<file path="config.mk">
export PLATFORM = sky130hd
export DESIGN_NAME = c3x3f_out_fifo
export DESIGN_NICKNAME = d
export VERILOG_FILES = /design/src/rtl/c3x3f_pkg.sv /design/src/rtl/c3x3f_out_fifo.sv
export SDC_FILE = /design/constraint.sdc
export NUM_CORES = 1
export LEC_CHECK = 0
export BUFFER_PORTS_ARGS = -buffer_cell sky130_fd_sc_hd__buf_2
export CORE_ASPECT_RATIO = 1.4
export CORE_UTILIZATION = 46
export CTS_CLUSTER_DIAMETER = 80
export DETAILED_ROUTE_END_ITERATION = 10
export GPL_TIMING_DRIVEN = 1
export PLACE_DENSITY = 0.86
export SLEW_MARGIN = 40
export SYNTH_ARGS = -nofsm -noshare
export SYNTH_HDL_FRONTEND = slang
export SYNTH_SLANG_ARGS = --single-unit
</file>
<file path="constraint.sdc">
create_clock -name clock -period 1.6 [get_ports clock]
set_input_delay 0 -clock clock [delete_from_list [all_inputs] [get_ports clock]]
set_output_delay 0 -clock clock [all_outputs]
set_load 0.1 [all_outputs]
</file>
<file path="src/rtl/c3x3f_pkg.sv">
// Types and constants of the 3x3 saturating image filter.
// Used by the tap cell, the output queue and the top level; depends on nothing.
package c3x3f_pkg;

   localparam int PIX_W      = 8;
   localparam int COEF_W     = 16;
   localparam int TAPS       = 9;
   localparam int WIN_W      = PIX_W * TAPS;
   localparam int COORD_W    = 10;
   localparam int ROW_COEFS  = 3;
   localparam int KROW_W     = COEF_W * ROW_COEFS;
   localparam int RSP_DATA_W = 32;
   localparam int CSR_IDX_W  = 3;
   localparam int CSR_DATA_W = KROW_W;

   localparam logic [PIX_W-1:0] PIX_MAX = 8'd255;

   // configuration register indexes
   localparam logic [CSR_IDX_W-1:0] CSR_KERNEL_TOP    = 3'd0;
   localparam logic [CSR_IDX_W-1:0] CSR_KERNEL_MIDDLE = 3'd1;
   localparam logic [CSR_IDX_W-1:0] CSR_KERNEL_BOTTOM = 3'd2;
   localparam logic [CSR_IDX_W-1:0] CSR_IMAGE_WIDTH   = 3'd3;
   localparam logic [CSR_IDX_W-1:0] CSR_IMAGE_HEIGHT  = 3'd4;
   localparam logic [CSR_IDX_W-1:0] CSR_REGION_COLS   = 3'd5;
   localparam logic [CSR_IDX_W-1:0] CSR_REGION_ROWS   = 3'd6;

   typedef struct packed {
      logic [COORD_W-1:0] col;
      logic [COORD_W-1:0] row;
      logic               in_region;
      logic               last;
   } meta_type;

   typedef struct packed {
      logic                     valid;
      logic signed [COEF_W-1:0] acc;
      logic [WIN_W-1:0]         win;
      meta_type                 meta;
   } cell_type;

   typedef struct packed {
      logic [PIX_W-1:0] pixel;
      meta_type         meta;
   } rsp_type;

endpackage

</file>
<file path="src/rtl/c3x3f_out_fifo.sv">
// Two-entry result queue that decouples the filter chain from the result channel.
// Depends on c3x3f_pkg.
module c3x3f_out_fifo (
   input  logic                clock,
   input  logic                reset,
   input  logic                push,
   input  c3x3f_pkg::rsp_type  push_item,
   input  logic                pop,
   output logic                out_valid,
   output c3x3f_pkg::rsp_type  out_item,
   output logic                full
);
   import c3x3f_pkg::*;

   rsp_type     slot_ff [2];
   logic        wr_ptr_ff, wr_ptr_in;
   logic        rd_ptr_ff, rd_ptr_in;
   logic [1:0]  count_ff, count_in;

   always_comb begin
      wr_ptr_in = wr_ptr_ff ^ push;
      rd_ptr_in = rd_ptr_ff ^ pop;
      count_in  = count_ff + {1'b0, push} - {1'b0, pop};
   end

   always_ff @(posedge clock) begin
      if (reset) begin
         wr_ptr_ff <= 1'b0;
         rd_ptr_ff <= 1'b0;
         count_ff  <= 2'd0;
      end else begin
         wr_ptr_ff <= wr_ptr_in;
         rd_ptr_ff <= rd_ptr_in;
         count_ff  <= count_in;
      end
   end

   always_ff @(posedge clock) begin
      if (push) begin
         slot_ff[wr_ptr_ff] <= push_item;
      end
   end

   assign out_valid = (count_ff != 2'd0);
   assign out_item  = slot_ff[rd_ptr_ff];
   assign full      = (count_ff == 2'd2);

endmodule

</file>
==> Word level (Yosys, flattened, before mapping) <==
Memory sizes are Yosys's and may differ from the RTL's. A register that Yosys moved wholly into a read port is not among the register bits.
Cells that the tools add are included.
{ "totals": {"reg_bits": 4, "ram_bits": 60, "input_bits": 34, "out_inout_bits": 32, "elab_cells": 13, "n_memories": 1} }
{ "classes": {"addsub": 2, "eq_ne": 1, "n_mux": 3, "bitwise": 2, "n_reduce_logical": 1} }
{ "memory_table": {"columns": ["name", "words", "word_bits", "rd", "rd_ports_with_merged_regs", "write_ports", "line", "rtl"], "rows": [
  ["slot_ff", 2, 30, 1, 1, 1, "c3x3f_out_fifo.sv:15", "rsp_type slot_ff [2];"]
]} }
{ "op_table": {"columns": ["cell", "count"], "rows": [
  ["$mux W1", 3],
  ["$add A2 B1 Y2", 1],
  ["$eq A2 B2 Y1 const B", 1],
  ["$reduce_bool A2 Y1", 1],
  ["$sub A2 B1 Y2", 1],
  ["$xor A1 B1 Y1", 2]
]} }

==> Logic depth before layout (Yosys ltp) <==
{ "logic_depth": {"ltp_word": 2, "depth_mapped": 6, "depth_no_buf": 6} }

==> Least setup slack after synthesis <==
No wires, ideal clock.
{ "synth_timing": {"kind": "flip-flop to output port", "start": "register count_ff[1]", "end": "output full", "arrival_time_ps": 1698, "t_required_ps": 1600, "setup_slack_ps": -98, "stages_incl_launch_ff": 2, "path_buffers": 0, "cell_sequence": "dfxtp_1 nor2b_1"} }
{ "synth_via": {"elab_chain_cells": 1} }
{ "synth_rtl": {"columns": ["item", "line", "rtl"], "rows": [
  ["start: declaration", "c3x3f_out_fifo.sv:18", "logic [1:0] count_ff, count_in;"],
  ["start signal: assignment", "c3x3f_out_fifo.sv:34", "count_ff <= count_in;"],
  ["$eq A2 B2 Y1", "c3x3f_out_fifo.sv:46", "assign full = (count_ff == 2'd2);"],
  ["end: declaration", "c3x3f_out_fifo.sv:11", "output logic full"]
]} }
No other way between the ends.

==> metrics <==
HP Class=in2reg; switching part of the total=32.9%; CP delay by family, top=flip-flops; RSZ-0062 raised after global routing=no; number of synthesized flops with an enable pin=60; clock sink total=64; max-slew violation count=0; slowest stage cell on the critical path=dfxtp_2; fin util=77.2%; Antenna Cells=0; outcome=completed; vias=1396; Comb power frac=31.9%; Port Buffers=65; syn_area_per_cell=21.2 µm²; CTS tree=built; leak pwr=1.47 nW; Switching Power=0.00158 W; Yosys reg bits=64; DR iter-0 viols=37; Starting Density=48.3%; area leader, netlist=edfxtp_1; WL final=4890 µm; worst r2r src=rd_ptr_ff; endpoints failing setup=0; busiest grt layer=met2; internal power=0.00323 W; Tmin final=1.50 ns; root buf cell=clkbuf_8; CP startpoint=rd_ptr_ff; hold path start=pop; Post-CTS Setup Bufs=0; CP max FO=15; Die H=87.0 µm; row cnt=30; total chip power=0.00481 W; overall die area=5460 µm²; Synth Warn #=0; top cells by area, synth=edfxtp_1, mux2_2, dfxtp_1, ha_1, buf_6; most frequent cell after synthesis=edfxtp_1; M3 GR Usage=5.76%; Cells after Synth=112; GR Overflow Total=0; Seq/Total Area, Yosys=79.2%; largest family of logic cells by synthesized area=multiplexers; H-tree depth=3; final count of hold timing violations=0; top cell type's share of synthesized area=75.8%; clock latency on the worst-skew pair=0.33 ns; hpwl dp=2940 µm; synthesized-area fraction occupied by xor and xnor cells=1.32%; Total GRT Usage=19.9%; CTS Buf Count=9; Adder-Cell Fraction of Synth Area=2.11%; R2R Setup Slk=0.33 ns; DR WL/cell=16.7 µm; DIE WIDTH=62.7 µm; Distinct cells, synth=11; Final ANT Viol Nets=0; Pre-antenna DRT Iters=4; crit-path cells=clkbuf_16, mux2_2, buf_12; FILL cells=260; Reg-to-Reg End=rd_ptr_ff; worst hold endpoint=count_ff[1]; Seq pwr share=41.4%; Cells after DPL=243; Layout area overhead=59.7%; Worst Tran Pin Value=0.494 ns; Startpoint Class=flip-flop; M2 GR Usage=39.8%; met1 usage=16.8%; Commonest cells post-synth=edfxtp_1, mux2_2, dfxtp_1, ha_1; fmax=0.669 GHz; largest net degree at the start of global routing=31; maximum clock insertion buffer count=2; first-pass GRT wire length=7440 µm; Synthesized Nets=150; PD cells=1270 nW/µm²; Setup CP Type=reg2out; Synth Area in Compound Gates=0%; GPL Wtd Cong=0.700; post-synthesis mux area share=14.2%; normalized max-slew margin=67.3%; Worst Path Required=1.60 ns; Worst Setup End Kind=output port; Core ar.=4920 µm²; simple-gate share of the synthesized area=1.26%; TNS Setup=0 ns; worst path bufs/invs=2; WHS Path Cells=4; clock transition at the registers of the reported paths=0.06 ns; clock network power share=26.7%; # IOs=66; Arr. time, crit path=1.50 ns; MaxCap Viol Count=0; Top FF cell, synth=edfxtp_1; initial antenna violation count=0; Finished Layout Cells=293; period utilization=93.5%; VDD IR-drop max=0.00130 V; Worst R2R Path Depth=3; synthesized area=2380 µm²; vias in the first global route=1557; DRC=0; slowest cell delay on critical path=0.40 ns; fraction of layout cells with a size suffix above 1=52.0%; nets=262; clock skew=0.00348 ns; Via-to-Cell Ratio=4.76; FFs w/ async S/R, synth=0%
[through the flow]
stage          hold slack [ns]  instance area, µm²  setup slack (ns)
6_report                 0.216                3790             0.104
2_1_floorplan           0.0667                2380            0.0889
3_5_place_dp             0.191                3250             0.411
5_1_grt                  0.225                3790            0.0638
4_1_cts                  0.201                3770            0.0501
3_3_place_gp             0.188                3250             0.436
[logic make-up after synthesis]
family,count (synthesis)
xor gates and xnor gates,2
and+or+nand+nor,6
muxes,30
buffers and inverters,6
adders and majority gates,4
DFF,64
[cells in the final DEF (no fill, tap or decap), drive strengths merged]
master,instances
buf,70
clkinvlp,2
xnor3,1
xnor2,1
nor2b,2
clkinv,3
bufinv,1
ha,4
edfxtp,60
or2,1
inv,3
dlygate4sd3,33
mux2,30
dfxtp,4
nor2,3
clkbuf,11
[timing repair]
action / CTS / global route
setup endpoints to repair: 0 / 1
endpoints found under the hold margin: 64 / 0
resized for setup: 0 / 1
hold buffers: 33 / 0
[cell type report]
| cell class | count | area, µm² | share of cell area [%] |
|---|---|---|---|
| sequential | 64 | 1880 | 49.6 |
| timing repair buffer | 104 | 1180 | 31.1 |
| multi-input combinational | 42 | 452 | 11.9 |
| clock buffer | 10 | 128 | 3.36 |
| tap | 64 | 80.1 | 2.11 |
| clock inverter | 6 | 60.1 | 1.58 |
| inverter | 3 | 11.3 | 0.297 |
[per-layer routing]
metal / part of all wire [%] / up-vias
met4: 1.9 / 0
met3: 3.9 / 6
met2: 59 / 46
met5: 0 / -
met1: 35 / 688
li1: - / 656
[worst max-delay path by stage]
stage,to,slack (ns),cells past startpoint
after floorplan,slot_ff[0][0],0.09,2
after global placement,out_item[24],0.44,3
after detailed placement,count_ff[1],0.41,6
after CTS,out_item[25],0.05,3
after global routing,out_item[19],0.06,3
final,out_item[13],0.10,3
[state kept, by name, indices dropped and copies added, names as in the netlist]
signal,flops
rd_ptr_ff,1
count_ff,2
wr_ptr_ff,1
slot_ff,60
[worst reg2reg max path, cell delays in order (launching register included)]
cell	delay [ns]
dfxtp_2	0.36
xnor2_1	0.20
nor2_1	0.05
dlygate4sd3_1	0.54
[power groups by stage]
stage | Sequential, W | Clock (W) | Combinational (W)
after global placement | 0.00201 | 0 | 0.00144
after detailed placement | 0.00202 | 0 | 0.00146
after CTS | 0.00199 | 0.00131 | 0.00153
after global routing | 0.00200 | 0.00139 | 0.00158
after floorplan | 0.00201 | 0 | 0.000964
final | 0.00199 | 0.00128 | 0.00154
(Power assumes the default switching activity.)
