<file path="src/rtl/c3x3f_pkg.sv">
// Types and constants of the 3x3 saturating image filter.
// Used by the tap cell, the output queue and the top level; depends on nothing.
package c3x3f_pkg;

   localparam int PIX_W      = 8;
   localparam int COEF_W     = 16;
   localparam int TAPS       = 9;
   localparam int WIN_W      = PIX_W * TAPS;
   localparam int COORD_W    = 10;
   localparam int ROW_COEFS  = 3;
   localparam int KROW_W     = COEF_W * ROW_COEFS;
   localparam int RSP_DATA_W = 32;
   localparam int CSR_IDX_W  = 3;
   localparam int CSR_DATA_W = KROW_W;

   localparam logic [PIX_W-1:0] PIX_MAX = 8'd255;

   // configuration register indexes
   localparam logic [CSR_IDX_W-1:0] CSR_KERNEL_TOP    = 3'd0;
   localparam logic [CSR_IDX_W-1:0] CSR_KERNEL_MIDDLE = 3'd1;
   localparam logic [CSR_IDX_W-1:0] CSR_KERNEL_BOTTOM = 3'd2;
   localparam logic [CSR_IDX_W-1:0] CSR_IMAGE_WIDTH   = 3'd3;
   localparam logic [CSR_IDX_W-1:0] CSR_IMAGE_HEIGHT  = 3'd4;
   localparam logic [CSR_IDX_W-1:0] CSR_REGION_COLS   = 3'd5;
   localparam logic [CSR_IDX_W-1:0] CSR_REGION_ROWS   = 3'd6;

   typedef struct packed {
      logic [COORD_W-1:0] col;
      logic [COORD_W-1:0] row;
      logic               in_region;
      logic               last;
   } meta_type;

   typedef struct packed {
      logic                     valid;
      logic signed [COEF_W-1:0] acc;
      logic [WIN_W-1:0]         win;
      meta_type                 meta;
   } cell_type;

   typedef struct packed {
      logic [PIX_W-1:0] pixel;
      meta_type         meta;
   } rsp_type;

endpackage

</file>
<file path="src/rtl/c3x3f_tap_cell.sv">
// One multiply and saturating-add cell of the 3x3 filter chain.
// Depends on c3x3f_pkg.
module c3x3f_tap_cell #(
   parameter int TAP = 0
) (
   input  logic                          clock,
   input  logic                          reset,
   input  logic                          en,
   input  logic [c3x3f_pkg::COEF_W-1:0]  coef,
   input  c3x3f_pkg::cell_type           up_cell,
   output c3x3f_pkg::cell_type           down_cell
);
   import c3x3f_pkg::*;

   logic [PIX_W-1:0]          pix;
   logic [COEF_W+PIX_W-1:0]   prod;
   logic signed [COEF_W-1:0]  prod_lo;
   logic signed [COEF_W:0]    sum;
   cell_type                  cell_in;
   cell_type                  cell_ff;

   assign pix     = up_cell.win[PIX_W*TAP +: PIX_W];
   assign prod    = {{PIX_W{1'b0}}, coef} * {{COEF_W{1'b0}}, pix};
   assign prod_lo = signed'(prod[COEF_W-1:0]);
   assign sum     = {up_cell.acc[COEF_W-1], up_cell.acc} + {prod_lo[COEF_W-1], prod_lo};

   always_comb begin
      cell_in = up_cell;
      // saturate on signed overflow of the 16-bit sum
      if (sum[COEF_W] != sum[COEF_W-1]) begin
         cell_in.acc = sum[COEF_W] ? {1'b1, {(COEF_W-1){1'b0}}} : {1'b0, {(COEF_W-1){1'b1}}};
      end else begin
         cell_in.acc = sum[COEF_W-1:0];
      end
   end

   always_ff @(posedge clock) begin
      if (reset) begin
         cell_ff.valid <= 1'b0;
      end else if (en) begin
         cell_ff <= cell_in;
      end
   end

   assign down_cell = cell_ff;

endmodule

</file>
<file path="config.mk">
export PLATFORM = sky130hd
export DESIGN_NAME = c3x3f_tap_cell
export DESIGN_NICKNAME = d
export VERILOG_FILES = /design/src/rtl/c3x3f_pkg.sv /design/src/rtl/c3x3f_tap_cell.sv
export SDC_FILE = /design/constraint.sdc
export NUM_CORES = 1
export LEC_CHECK = 0
export ABC_AREA = 1
export BUFFER_PORTS_ARGS = -buffer_cell sky130_fd_sc_hd__clkbuf_2
export CORE_MARGIN = 4
export CORE_UTILIZATION = 37
export CTS_CLUSTER_SIZE = 10
export DETAILED_ROUTE_END_ITERATION = 8
export GPL_TIMING_DRIVEN = 0
export PLACE_DENSITY_LB_ADDON = 0.15
export SYNTH_ARGS = -nofsm -noshare
export SYNTH_HDL_FRONTEND = slang
export SYNTH_SLANG_ARGS = --single-unit
</file>
<file path="constraint.sdc">
create_clock -name clock -period 7.4 [get_ports clock]
set_input_delay 0.74 -clock clock [delete_from_list [all_inputs] [get_ports clock]]
set_output_delay 0.74 -clock clock [all_outputs]
set_load 0.005 [all_outputs]
</file>
---- After elaboration in Yosys (flattened, before gate mapping) ----
Cells that the tools add are included.
operators by class
  add/subtract/negate cells ............... 1
  multipliers ............................. 1
  divide/modulo/power cells ............... 0
  magnitude comparators ................... 0
  equality and inequality tests ........... 1
  shifts and indexed selects .............. 0
  mux-type cells .......................... 2
  bitwise logic cells ..................... 1
  reductions and logical operators ........ 1
operators by type and width
  cell              count
  $mux 16           2
  $add 16x16->17    1
  $mul 16x8->16     1
  $reduce_and 2->1  1
  $ne 1x1->1        1
  $not 1->1         1
storage, ports and cells
  register bits ........................... 111
  bits in latches ......................... 0
  bits in writable memories ............... 0
  ROM bits ................................ 0
  output and inout bits ................... 111
  word-level logic and storage cells ...... 14
  memories kept ........................... 0

---- Logic depth before layout (Yosys ltp) ----
Gate-level depths: netlist of run 1.
  depth in word-level cells ............... 4
  depth in mapped cells ................... 33
  depth with buffers taken out ............ 31

---- Least setup slack after synthesis of run 1 ----
No wires, ideal clock.
  path type ............................... input to register
  start ................................... input en
  end ..................................... register cell_ff, in the netlist down_cell[0], enable pin
  data arrival time ....................... 5.410 ns
  setup slack ............................. 1.407 ns
  cell stages on the path ................. 2
  path through ............................ inv_1 nor2_1
between the ends
  word-level cells in the longest chain between the ends .. 1
ends and longest elaborated chain
  item                               RTL line              source
  from (decl)                        c3x3f_tap_cell.sv:8   input logic en,
  $reduce_and 2->1 (no source line)  --
  to (signal assigned)               c3x3f_tap_cell.sv:41  cell_ff <= cell_in;
  to (decl)                          c3x3f_tap_cell.sv:20  cell_type cell_ff;
Every way passes these cells.
A chain may end at the register's enable or synchronous reset.

==> flow_metrics.env, run 1 <==
export IMPL_outcome="completed"
export IMPL_rsz0062_at_grt="no"
export IMPL_largest_reg_flops=111
export IMPL_crit_family="adder cells"
export IMPL_p_total_mw=4.36
export IMPL_numPlacedInstances=1281
export IMPL_clock_sinks=111
export IMPL_synth_seq_cells=111
export IMPL_seq_area_um2=3320
export IMPL_ff2ff_setup_slack_ps=6820
export IMPL_crit_top_cell="nand2_1"
export IMPL_nNetsFinal=1260
export IMPL_top_usage_layer="met2"
export IMPL_grt_pass1_vias=5848
export IMPL_syn2layout_area_growth_pct=24.5
export IMPL_fill_cells=1949
export IMPL_synthTopCellsByArea="edfxtp_1 44%, fa_1 16%, inv_1 10%"
export IMPL_p_sw_share_pct=47.3
export IMPL_crit_path_end_kind="flop"
export IMPL_holdWs_ps=476
export IMPL_p_leak_nw=5.07
export IMPL_powerDensity_nw_per_um2=463
export IMPL_clockPowerShare_pct=10.9
export IMPL_p_int_mw=2.30
export IMPL_worst_slack_ps=1060
export IMPL_postSynthCellCount=783
export IMPL_start_util_pct=38.2
export IMPL_cts_setup_buffers=0
export IMPL_overflow=0
export IMPL_ys_seq_area_share_pct=44.0
export IMPL_ios=241
export IMPL_ys_warnings_count=0
export IMPL_clk_pin_slew_worst_paths_ps=80
export IMPL_wl_per_cell_um=14.8
export IMPL_crit_start="up_cell[24]"
export IMPL_drc=0
export IMPL_core_um2=19800
export IMPL_max_freq_mhz=158
export IMPL_ff2ff_path_depth=2
export IMPL_synth_area_um2=7550
export IMPL_use_met3_pct=2.48
export IMPL_cts_hold_buf=0
export IMPL_root_buffer="clkbuf_16"
export IMPL_vdd_drop_max_uv=295
export IMPL_stdcell_area_um2=9400
export IMPL_grt_start_max_net_pins=36
export IMPL_synth_area_leader_cell="edfxtp_1"
export IMPL_grt_util_met1_pct=20.3
export IMPL_crit_type="in2reg"
export IMPL_worstSetupEndpoint="down_cell[97]$_DFFE_PP_"
export IMPL_cts_buffer_depth=2
export IMPL_wl_um=19200
export IMPL_arrival_ps=6430
export IMPL_globalplace_congestion=0.842
export IMPL_ant_nets=0
export IMPL_startpoint_type="primary input"
export IMPL_fp_dieH_um=151
export IMPL_crit_required_ps=7490
export IMPL_drive_gt1_share_pct=26.3
export IMPL_maxSlewViolCount=0
export IMPL_power_switching_mw=2.06
export IMPL_port_buffers=230
export IMPL_h_tree_depth=3
export IMPL_critPathSlowestCell="fa_1"
export IMPL_cts_tree="yes"
export IMPL_placed_area_um2=9100
export IMPL_post_route_period_util_pct=85.7
export IMPL_tightest_slew_ps=646
export IMPL_final_setup_viol_count=0
export IMPL_max_cap_violations=0
export IMPL_power_frac_comb_pct=67.4
export IMPL_antenna_found_initial=0
export IMPL_die_w_um=151
export IMPL_cp_buffers_inverters=8
export IMPL_ctsResizeCount=0
export IMPL_timing_rr_start="down_cell[110]$_SDFFE_PP0P_"
export IMPL_r2r_end="down_cell[110]$_SDFFE_PP0P_"
export IMPL_hold_path_class="reg2reg"
export IMPL_cp_num_cells=30
export IMPL_synth_area_per_cell_um2=9.64
export IMPL_met2_usage_pct=32.4
export IMPL_crit_path_max_fanout=10
export IMPL_synth_fp_nets=1016
export IMPL_fin_crit_ps=6340
export IMPL_relSlewSlack_pct=56.9
export IMPL_rows=51
export IMPL_place_hpwl_um=16200
export IMPL_grt_first_pass_wirelength_um=30100
export IMPL_dpl_worst_slack_ps=662
export IMPL_fin_util_pct=47.5
export IMPL_synth_cell_type_count=27
export IMPL_critPathMaxStageDelay_ps=550
export IMPL_dr_pass1_iters=4
export IMPL_layout_cells_non_filler=1298
export IMPL_synth_top_area_share_pct=43.8
export IMPL_tns_ps=0
export IMPL_fin_skew_ps=0
export IMPL_drtIter0Drc=217
export IMPL_num_vias=5696
export IMPL_dieArea_um2=22800
export IMPL_pwr_share_seq_pct=21.6
export IMPL_grt_total_usage_pct=17.1
export IMPL_clock_latency_ps=340
export IMPL_numCtsBuffers=9
export IMPL_multi_input_area_um2=3360
export IMPL_post_drt_via_cell_ratio=4.39
export IMPL_finalHoldViolations=0
power groups by stage:
stage / clock [mW] / combinational (mW) / sequential, mW
CTS: 0.491 / 2.99 / 0.944
floorplan: 0 / 2.22 / 0.974
global route: 0.519 / 3.39 / 0.951
global placement: 0 / 2.95 / 0.961
finish: 0.477 / 2.94 / 0.942
detailed placement: 0 / 2.96 / 0.957
final cells by class:
class	instances	share of cell area, %
inverter	206	8.22
multi-input combinational	445	35.8
timing repair buffer	233	12.9
clock buffer	9	2.40
sequential	111	35.3
antenna	1	0.0266
tap	265	3.53
buffer	21	1.04
clock inverter	7	0.798
logic make-up (layout without fill, tap and decap cells):
| logic type | after synthesis | in the layout | synth area share, % |
|---|---|---|---|
| AO/OA/AOI/OAI | 47 | 47 | 3.63 |
| XOR/XNOR | 30 | 30 | 3.48 |
| adder cells (fa/ha/maj) | 103 | 103 | 23.1 |
| buffers and inverters | 227 | 476 | 11.5 |
| flip-flops | 111 | 111 | 44.0 |
| other | 0 | 1 | 0 |
| AND/OR/NAND/NOR | 265 | 265 | 14.2 |
cells in the mapped netlist:
library cell	count
nand3b_1	2
a21oi_2	2
and2_1	1
o21ai_0	10
nand2_2	8
a211oi_1	1
nand4_1	3
o21ai_2	5
o21bai_1	3
nor2_2	1
inv_1	206
fa_1	61
clkbuf_1	16
buf_6	2
nor2_1	15
edfxtp_1	110
nand2_1	205
xnor2_1	15
nand3_1	26
ha_1	42
clkbuf_2	1
xor2_1	15
a21oi_1	24
a31oi_1	2
buf_2	2
dfxtp_1	1
nor3_1	4
cells in the final DEF (no fill, tap or decap), types with 3 or more instances in the layout:
| master | count |
|---|---|
| o21bai_1 | 3 |
| nand2_2 | 8 |
| inv_6 | 3 |
| fa_1 | 61 |
| xnor2_1 | 15 |
| clkbuf_1 | 16 |
| buf_12 | 3 |
| nand4_1 | 3 |
| edfxtp_1 | 110 |
| nand3_1 | 26 |
| nor3_1 | 4 |
| o21ai_0 | 10 |
| xor2_1 | 15 |
| clkbuf_16 | 9 |
| nand2_1 | 205 |
| a21oi_1 | 24 |
| nor2_1 | 14 |
| o21ai_2 | 5 |
| ha_1 | 42 |
| clkbuf_2 | 231 |
| inv_1 | 206 |
worst min-delay path by stage:
| stage | from | cells after the start | end | slack (ps) |
|---|---|---|---|---|
| 5_1_grt | down_cell[110]$_SDFFE_PP0P_ | 2 | down_cell[110]$_SDFFE_PP0P_ | 510 |
| 6_report | down_cell[110]$_SDFFE_PP0P_ | 2 | down_cell[110]$_SDFFE_PP0P_ | 480 |
| 4_1_cts | down_cell[110]$_SDFFE_PP0P_ | 2 | down_cell[110]$_SDFFE_PP0P_ | 480 |
| 3_5_place_dp | down_cell[110]$_SDFFE_PP0P_ | 2 | down_cell[110]$_SDFFE_PP0P_ | 470 |
| 2_1_floorplan | down_cell[110]$_SDFFE_PP0P_ | 2 | down_cell[110]$_SDFFE_PP0P_ | 450 |
| 3_3_place_gp | down_cell[110]$_SDFFE_PP0P_ | 2 | down_cell[110]$_SDFFE_PP0P_ | 440 |
metal layers:
metal  up-vias  routed length [um]  share of wire [%]
li1       2875                   -                  -
met1      2650                7520                 39
met2       155               10300                 54
met3        16                1130                5.9
met4         0                 261                1.4
met5         -                   0                  0
tightest hold or removal path: stages (launching register included):
cell and delay (ps):
dfxtp_1 320, nand2_1 60, a21oi_1 50
(Power assumes the default switching activity.)
==> run 2: changes to the inputs <==
--- a/config.mk
+++ b/config.mk
@@ -9,6 +9,7 @@
 export BUFFER_PORTS_ARGS = -buffer_cell sky130_fd_sc_hd__clkbuf_2
 export CORE_MARGIN = 4
 export CORE_UTILIZATION = 37
+export CTS_BUF_LIST = sky130_fd_sc_hd__clkbuf_8
 export CTS_CLUSTER_SIZE = 10
 export DETAILED_ROUTE_END_ITERATION = 8
 export GPL_TIMING_DRIVEN = 0
==> run 2 against run 1 <==
Effect of this change: largest cell class unchanged; wire length up 0.37%; register-to-register slack about the same; cell count unchanged; maximum frequency up 0.54%; via count about the same; global-route usage up 0.084 points; clock-buffer cell count unchanged; total power down 2.7%.
==> flow_metrics.env, run 2 (synthesis gave the netlist of run 1 again) <==
export IMPL_root_buffer="clkbuf_8"
export IMPL_fp_dieH_um=151
export IMPL_drc=0
export IMPL_num_vias=5699
export IMPL_relSlewSlack_pct=57.7
export IMPL_finalHoldViolations=0
export IMPL_critPathMaxStageDelay_ps=550
export IMPL_fill_cells=1967
export IMPL_grt_first_pass_wirelength_um=30200
export IMPL_place_hpwl_um=16200
export IMPL_power_switching_mw=2.05
export IMPL_crit_path_end_kind="flop"
export IMPL_numCtsBuffers=9
export IMPL_die_w_um=151
export IMPL_holdWs_ps=482
export IMPL_crit_top_cell="nand2_1"
export IMPL_placed_area_um2=9100
export IMPL_p_int_mw=2.19
export IMPL_rows=51
export IMPL_outcome="completed"
export IMPL_crit_type="in2reg"
export IMPL_antenna_found_initial=0
export IMPL_pwr_share_seq_pct=22.2
export IMPL_drive_gt1_share_pct=26.3
export IMPL_arrival_ps=6420
export IMPL_dr_pass1_iters=4
export IMPL_ff2ff_path_depth=2
export IMPL_p_sw_share_pct=48.3
export IMPL_wl_per_cell_um=14.9
export IMPL_hold_depth=2
export IMPL_ctsResizeCount=0
export IMPL_timing_rr_start="down_cell[110]$_SDFFE_PP0P_"
export IMPL_fin_skew_ps=0
export IMPL_startpoint_type="primary input"
export IMPL_max_freq_mhz=158
export IMPL_ios=241
export IMPL_overflow=0
export IMPL_core_um2=19800
export IMPL_dpl_worst_slack_ps=662
export IMPL_clock_latency_ps=370
export IMPL_drtIter0Drc=207
export IMPL_fin_util_pct=47.0
export IMPL_critPathSlowestCell="fa_1"
export IMPL_final_cell_mix="231 x clkbuf_2, 206 x inv_1, 205 x nand2_1"
export IMPL_clk_pin_slew_worst_paths_ps=120
export IMPL_crit_required_ps=7510
export IMPL_port_buffers=230
export IMPL_largest_reg_flops=111
export IMPL_wl_um=19300
export IMPL_post_route_period_util_pct=85.3
export IMPL_final_common_cell="clkbuf_2"
export IMPL_layout_cells_non_filler=1298
export IMPL_power_frac_comb_pct=69.3
export IMPL_powerDensity_nw_per_um2=456
export IMPL_worst_slack_ps=1090
export IMPL_crit_start="up_cell[24]"
export IMPL_start_util_pct=38.2
export IMPL_stdcell_area_um2=9300
export IMPL_vdd_drop_max_uv=303
export IMPL_p_leak_nw=5.02
export IMPL_nNetsFinal=1260
export IMPL_globalplace_congestion=0.842
export IMPL_fin_crit_ps=6310
export IMPL_clockPowerShare_pct=8.5
export IMPL_cts_buffer_depth=2
export IMPL_max_cap_violations=0
export IMPL_final_setup_viol_count=0
export IMPL_crit_path_max_fanout=10
export IMPL_rsz0062_at_grt="no"
export IMPL_clock_sinks=111
export IMPL_cts_tree="yes"
export IMPL_grt_start_max_net_pins=36
export IMPL_dieArea_um2=22800
export IMPL_h_tree_depth=3
export IMPL_grt_pass1_vias=5846
export IMPL_holdCritStartpoint="down_cell[110]$_SDFFE_PP0P_"
export IMPL_tightest_slew_ps=634
export IMPL_grt_total_usage_pct=17.2
export IMPL_maxSlewViolCount=0
export IMPL_syn2layout_area_growth_pct=23.2
export IMPL_ant_nets=0
export IMPL_post_drt_via_cell_ratio=4.39
export IMPL_cts_setup_buffers=0
export IMPL_numPlacedInstances=1281
export IMPL_cts_hold_buf=0
export IMPL_hold_path_class="reg2reg"
-- run 2: changes by cell type in the layout (fill, tap and decap cells not counted) --
cell,change
clkbuf_16,-9
clkbuf_8,+9
-- run 2: stage by stage --
stage                     TNS [ps]  total power [mW]
after detailed placement         0              3.92
final                            0              4.24
after floorplan                  0              3.19
after global placement      -70720              3.91
after global routing             0              4.74
after CTS                        0              4.30
-- run 2: area by class of cell --
class	count	area, um2	area share [%]
clock buffer	9	124	1.33
timing repair buffer	233	1210	13.0
tap	265	332	3.56
multi-input combinational	445	3360	36.2
clock inverter	7	75.1	0.807
sequential	111	3320	35.7
inverter	206	773	8.31
buffer	21	97.6	1.05
antenna	1	2.50	0.0269
-- run 2: critical path, delay by kind of cell --
kind	cells	cell delay, ps
AO/OA/AOI/OAI	5	760
XOR/XNOR	1	150
adder cells (fa/ha/maj)	6	2730
buffers and inverters	8	1140
AND/OR/NAND/NOR	10	910
-- run 2: power by group through the flow --
stage | sequential [mW] | clock, mW | combinational [mW]
finish | 0.942 | 0.358 | 2.94
global placement | 0.961 | 0 | 2.95
global route | 0.950 | 0.401 | 3.39
floorplan | 0.974 | 0 | 2.22
detailed placement | 0.957 | 0 | 2.96
CTS | 0.944 | 0.373 | 2.99
-- run 2: layer usage --
layer / part of all wire (%) / up-vias / track usage [%]
met5: 0 / - / 0
met4: 1.3 / 0 / 4.44
met3: 6.1 / 17 / 2.51
met2: 53 / 154 / 32.4
met1: 39 / 2655 / 20.4
li1: - / 2873 / -
-- run 2: final timing paths --
| path | slack [ps] | endpoint |
|---|---|---|
| max | 1090 | down_cell[97]$_DFFE_PP_ |
| min | 480 | down_cell[110]$_SDFFE_PP0P_ |
| max reg2reg | 6810 | down_cell[110]$_SDFFE_PP0P_ |
| min reg2reg | 480 | down_cell[110]$_SDFFE_PP0P_ |
==> run 3: changes to the inputs <==
--- a/config.mk
+++ b/config.mk
@@ -8,7 +8,7 @@
 export ABC_AREA = 1
 export BUFFER_PORTS_ARGS = -buffer_cell sky130_fd_sc_hd__clkbuf_2
 export CORE_MARGIN = 4
-export CORE_UTILIZATION = 37
+export CORE_UTILIZATION = 50
 export CTS_BUF_LIST = sky130_fd_sc_hd__clkbuf_8
 export CTS_CLUSTER_SIZE = 10
 export DETAILED_ROUTE_END_ITERATION = 8
==> run 3 against run 2 <==
Effect of this change: cell area shrank 0.85%; worst hold slack lost 9.6 ps; via count barely moved; first-iteration DRC count grew 41%; sequential power barely moved; clock-buffer cell count is the same; setup slack lost 29 ps; total power decreased by 1.3%; global-route usage increased by 3.2 points.
==> flow_metrics.env, run 3 (synthesis gave the netlist of run 1 again) <==
export IMPL_outcome="completed"
export IMPL_drive_gt1_share_pct=26.3
export IMPL_syn2layout_area_growth_pct=22.2
export IMPL_powerDensity_nw_per_um2=454
export IMPL_rsz0062_at_grt="no"
export IMPL_holdPathEnd="down_cell[110]$_SDFFE_PP0P_"
export IMPL_tns_ps=0
export IMPL_globalplace_congestion=0.861
export IMPL_num_vias=5704
export IMPL_ios=241
export IMPL_holdCritStartpoint="down_cell[110]$_SDFFE_PP0P_"
export IMPL_r2r_end="down_cell[110]$_SDFFE_PP0P_"
export IMPL_port_buffers=230
export IMPL_hold_path_class="reg2reg"
export IMPL_crit_path_max_fanout=10
export IMPL_ant_nets=0
export IMPL_arrival_ps=6470
export IMPL_core_um2=14600
export IMPL_worst_slack_ps=1060
export IMPL_clk_pin_slew_worst_paths_ps=110
export IMPL_grt_total_usage_pct=20.4
export IMPL_startpoint_type="primary input"
export IMPL_diodes=0
export IMPL_cts_hold_buf=0
export IMPL_root_buffer="clkbuf_8"
export IMPL_maxSlewViolCount=0
export IMPL_post_drt_via_cell_ratio=4.69
export IMPL_fill_cells=1287
export IMPL_dieArea_um2=17100
export IMPL_critPathMaxStageDelay_ps=540
export IMPL_holdWs_ps=472
export IMPL_wl_um=17400
export IMPL_fin_util_pct=63.0
export IMPL_h_tree_depth=3
export IMPL_fp_dieH_um=131
export IMPL_grt_pass1_vias=5510
export IMPL_crit_top_cell="nand2_1"
export IMPL_clock_latency_ps=370
export IMPL_hold_depth=2
export IMPL_dpl_worst_slack_ps=702
export IMPL_place_hpwl_um=14900
export IMPL_drtIter0Drc=292
export IMPL_wl_per_cell_um=14.3
export IMPL_numCtsBuffers=9
export IMPL_nNetsFinal=1260
export IMPL_largest_reg_flops=111
export IMPL_cts_setup_buffers=0
export IMPL_tightest_slew_ps=529
export IMPL_fin_crit_ps=6340
export IMPL_ff2ff_setup_slack_ps=6820
export IMPL_ff2ff_path_depth=2
export IMPL_timing_rr_start="down_cell[110]$_SDFFE_PP0P_"
export IMPL_p_leak_nw=5.03
export IMPL_final_common_cell="clkbuf_2"
export IMPL_vdd_drop_max_uv=938
export IMPL_dr_pass1_iters=5
export IMPL_relSlewSlack_pct=64.8
export IMPL_start_util_pct=51.6
export IMPL_grt_start_max_net_pins=37
export IMPL_crit_required_ps=7530
export IMPL_die_w_um=131
export IMPL_drc=0
export IMPL_max_freq_mhz=158
export IMPL_grt_first_pass_wirelength_um=27200
export IMPL_finalHoldViolations=0
export IMPL_crit_type="in2reg"
export IMPL_clock_sinks=111
export IMPL_critPathSlowestCell="fa_1"
export IMPL_cts_buffer_depth=2
export IMPL_post_route_period_util_pct=85.7
export IMPL_final_setup_viol_count=0
export IMPL_fin_skew_ps=0
export IMPL_max_cap_violations=0
export IMPL_rows=44
export IMPL_cts_tree="yes"
export IMPL_final_cell_mix="231 x clkbuf_2, 206 x inv_1, 205 x nand2_1"
export IMPL_ctsResizeCount=0
export IMPL_crit_path_end_kind="flop"
export IMPL_antenna_found_initial=0
export IMPL_overflow=0
==> run 3: cell count changes in the layout (fill, tap and decap cells not counted) <==
| cell | change |
|---|---|
| bufinv_16 | +1 |
| clkinv_2 | -1 |
| diode_2 | -1 |
==> run 3: how the worst max path moves through the flow <==
stage | startpoint | endpoint | cells past startpoint
2_1_floorplan | en | down_cell[0]$_DFFE_PP_ | 2
3_3_place_gp | en | down_cell[109]$_DFFE_PP_ | 3
3_5_place_dp | up_cell[25] | down_cell[101]$_DFFE_PP_ | 30
4_1_cts | up_cell[25] | down_cell[101]$_DFFE_PP_ | 30
5_1_grt | up_cell[25] | down_cell[106]$_DFFE_PP_ | 30
6_report | up_cell[25] | down_cell[101]$_DFFE_PP_ | 30
==> run 3: critical path: cells and delay by family <==
family | cells | cell delay (ps)
AOI/OAI and AO/OA | 3 | 360
xor gates and xnor gates | 1 | 160
buffers and inverters | 9 | 1210
adders and majority gates | 6 | 2700
and+or+nand+nor | 11 | 1300
==> run 3: where the power goes <==
group | switching [mW] | internal, mW
clock | 0.221 | 0.168
combinational | 1.73 | 1.13
sequential | 0.0186 | 0.921
==> run 3: layout make-up <==
class	count	area, um2	share of cell area (%)
Multi-Input combinational cell	445	3360	36.5
Buffer	21	97.6	1.06
Timing Repair Buffer	233	1210	13.1
Clock inverter	7	100	1.09
Tap cell	184	230	2.50
Sequential cell	111	3320	36.0
Clock buffer	9	124	1.34
Inverter	206	773	8.38
==> run 3: per-layer routing <==
| metal | routed length [um] | GRT usage, % |
|---|---|---|
| met1 | 6870 | 24.9 |
| met2 | 9290 | 37.9 |
| met3 | 1010 | 2.80 |
| met4 | 226 | 5.08 |
| met5 | 0 | 0 |
==> run 3: stage by stage <==
stage               power, mW  instance area, um2  std cells
floorplan                3.19                7550        783
global placement         3.79                8930       1197
CTS                      4.22                9220       1216
detailed placement       3.82                9000       1200
finish                   4.18                9220       1216
global route             4.67                9220       1216
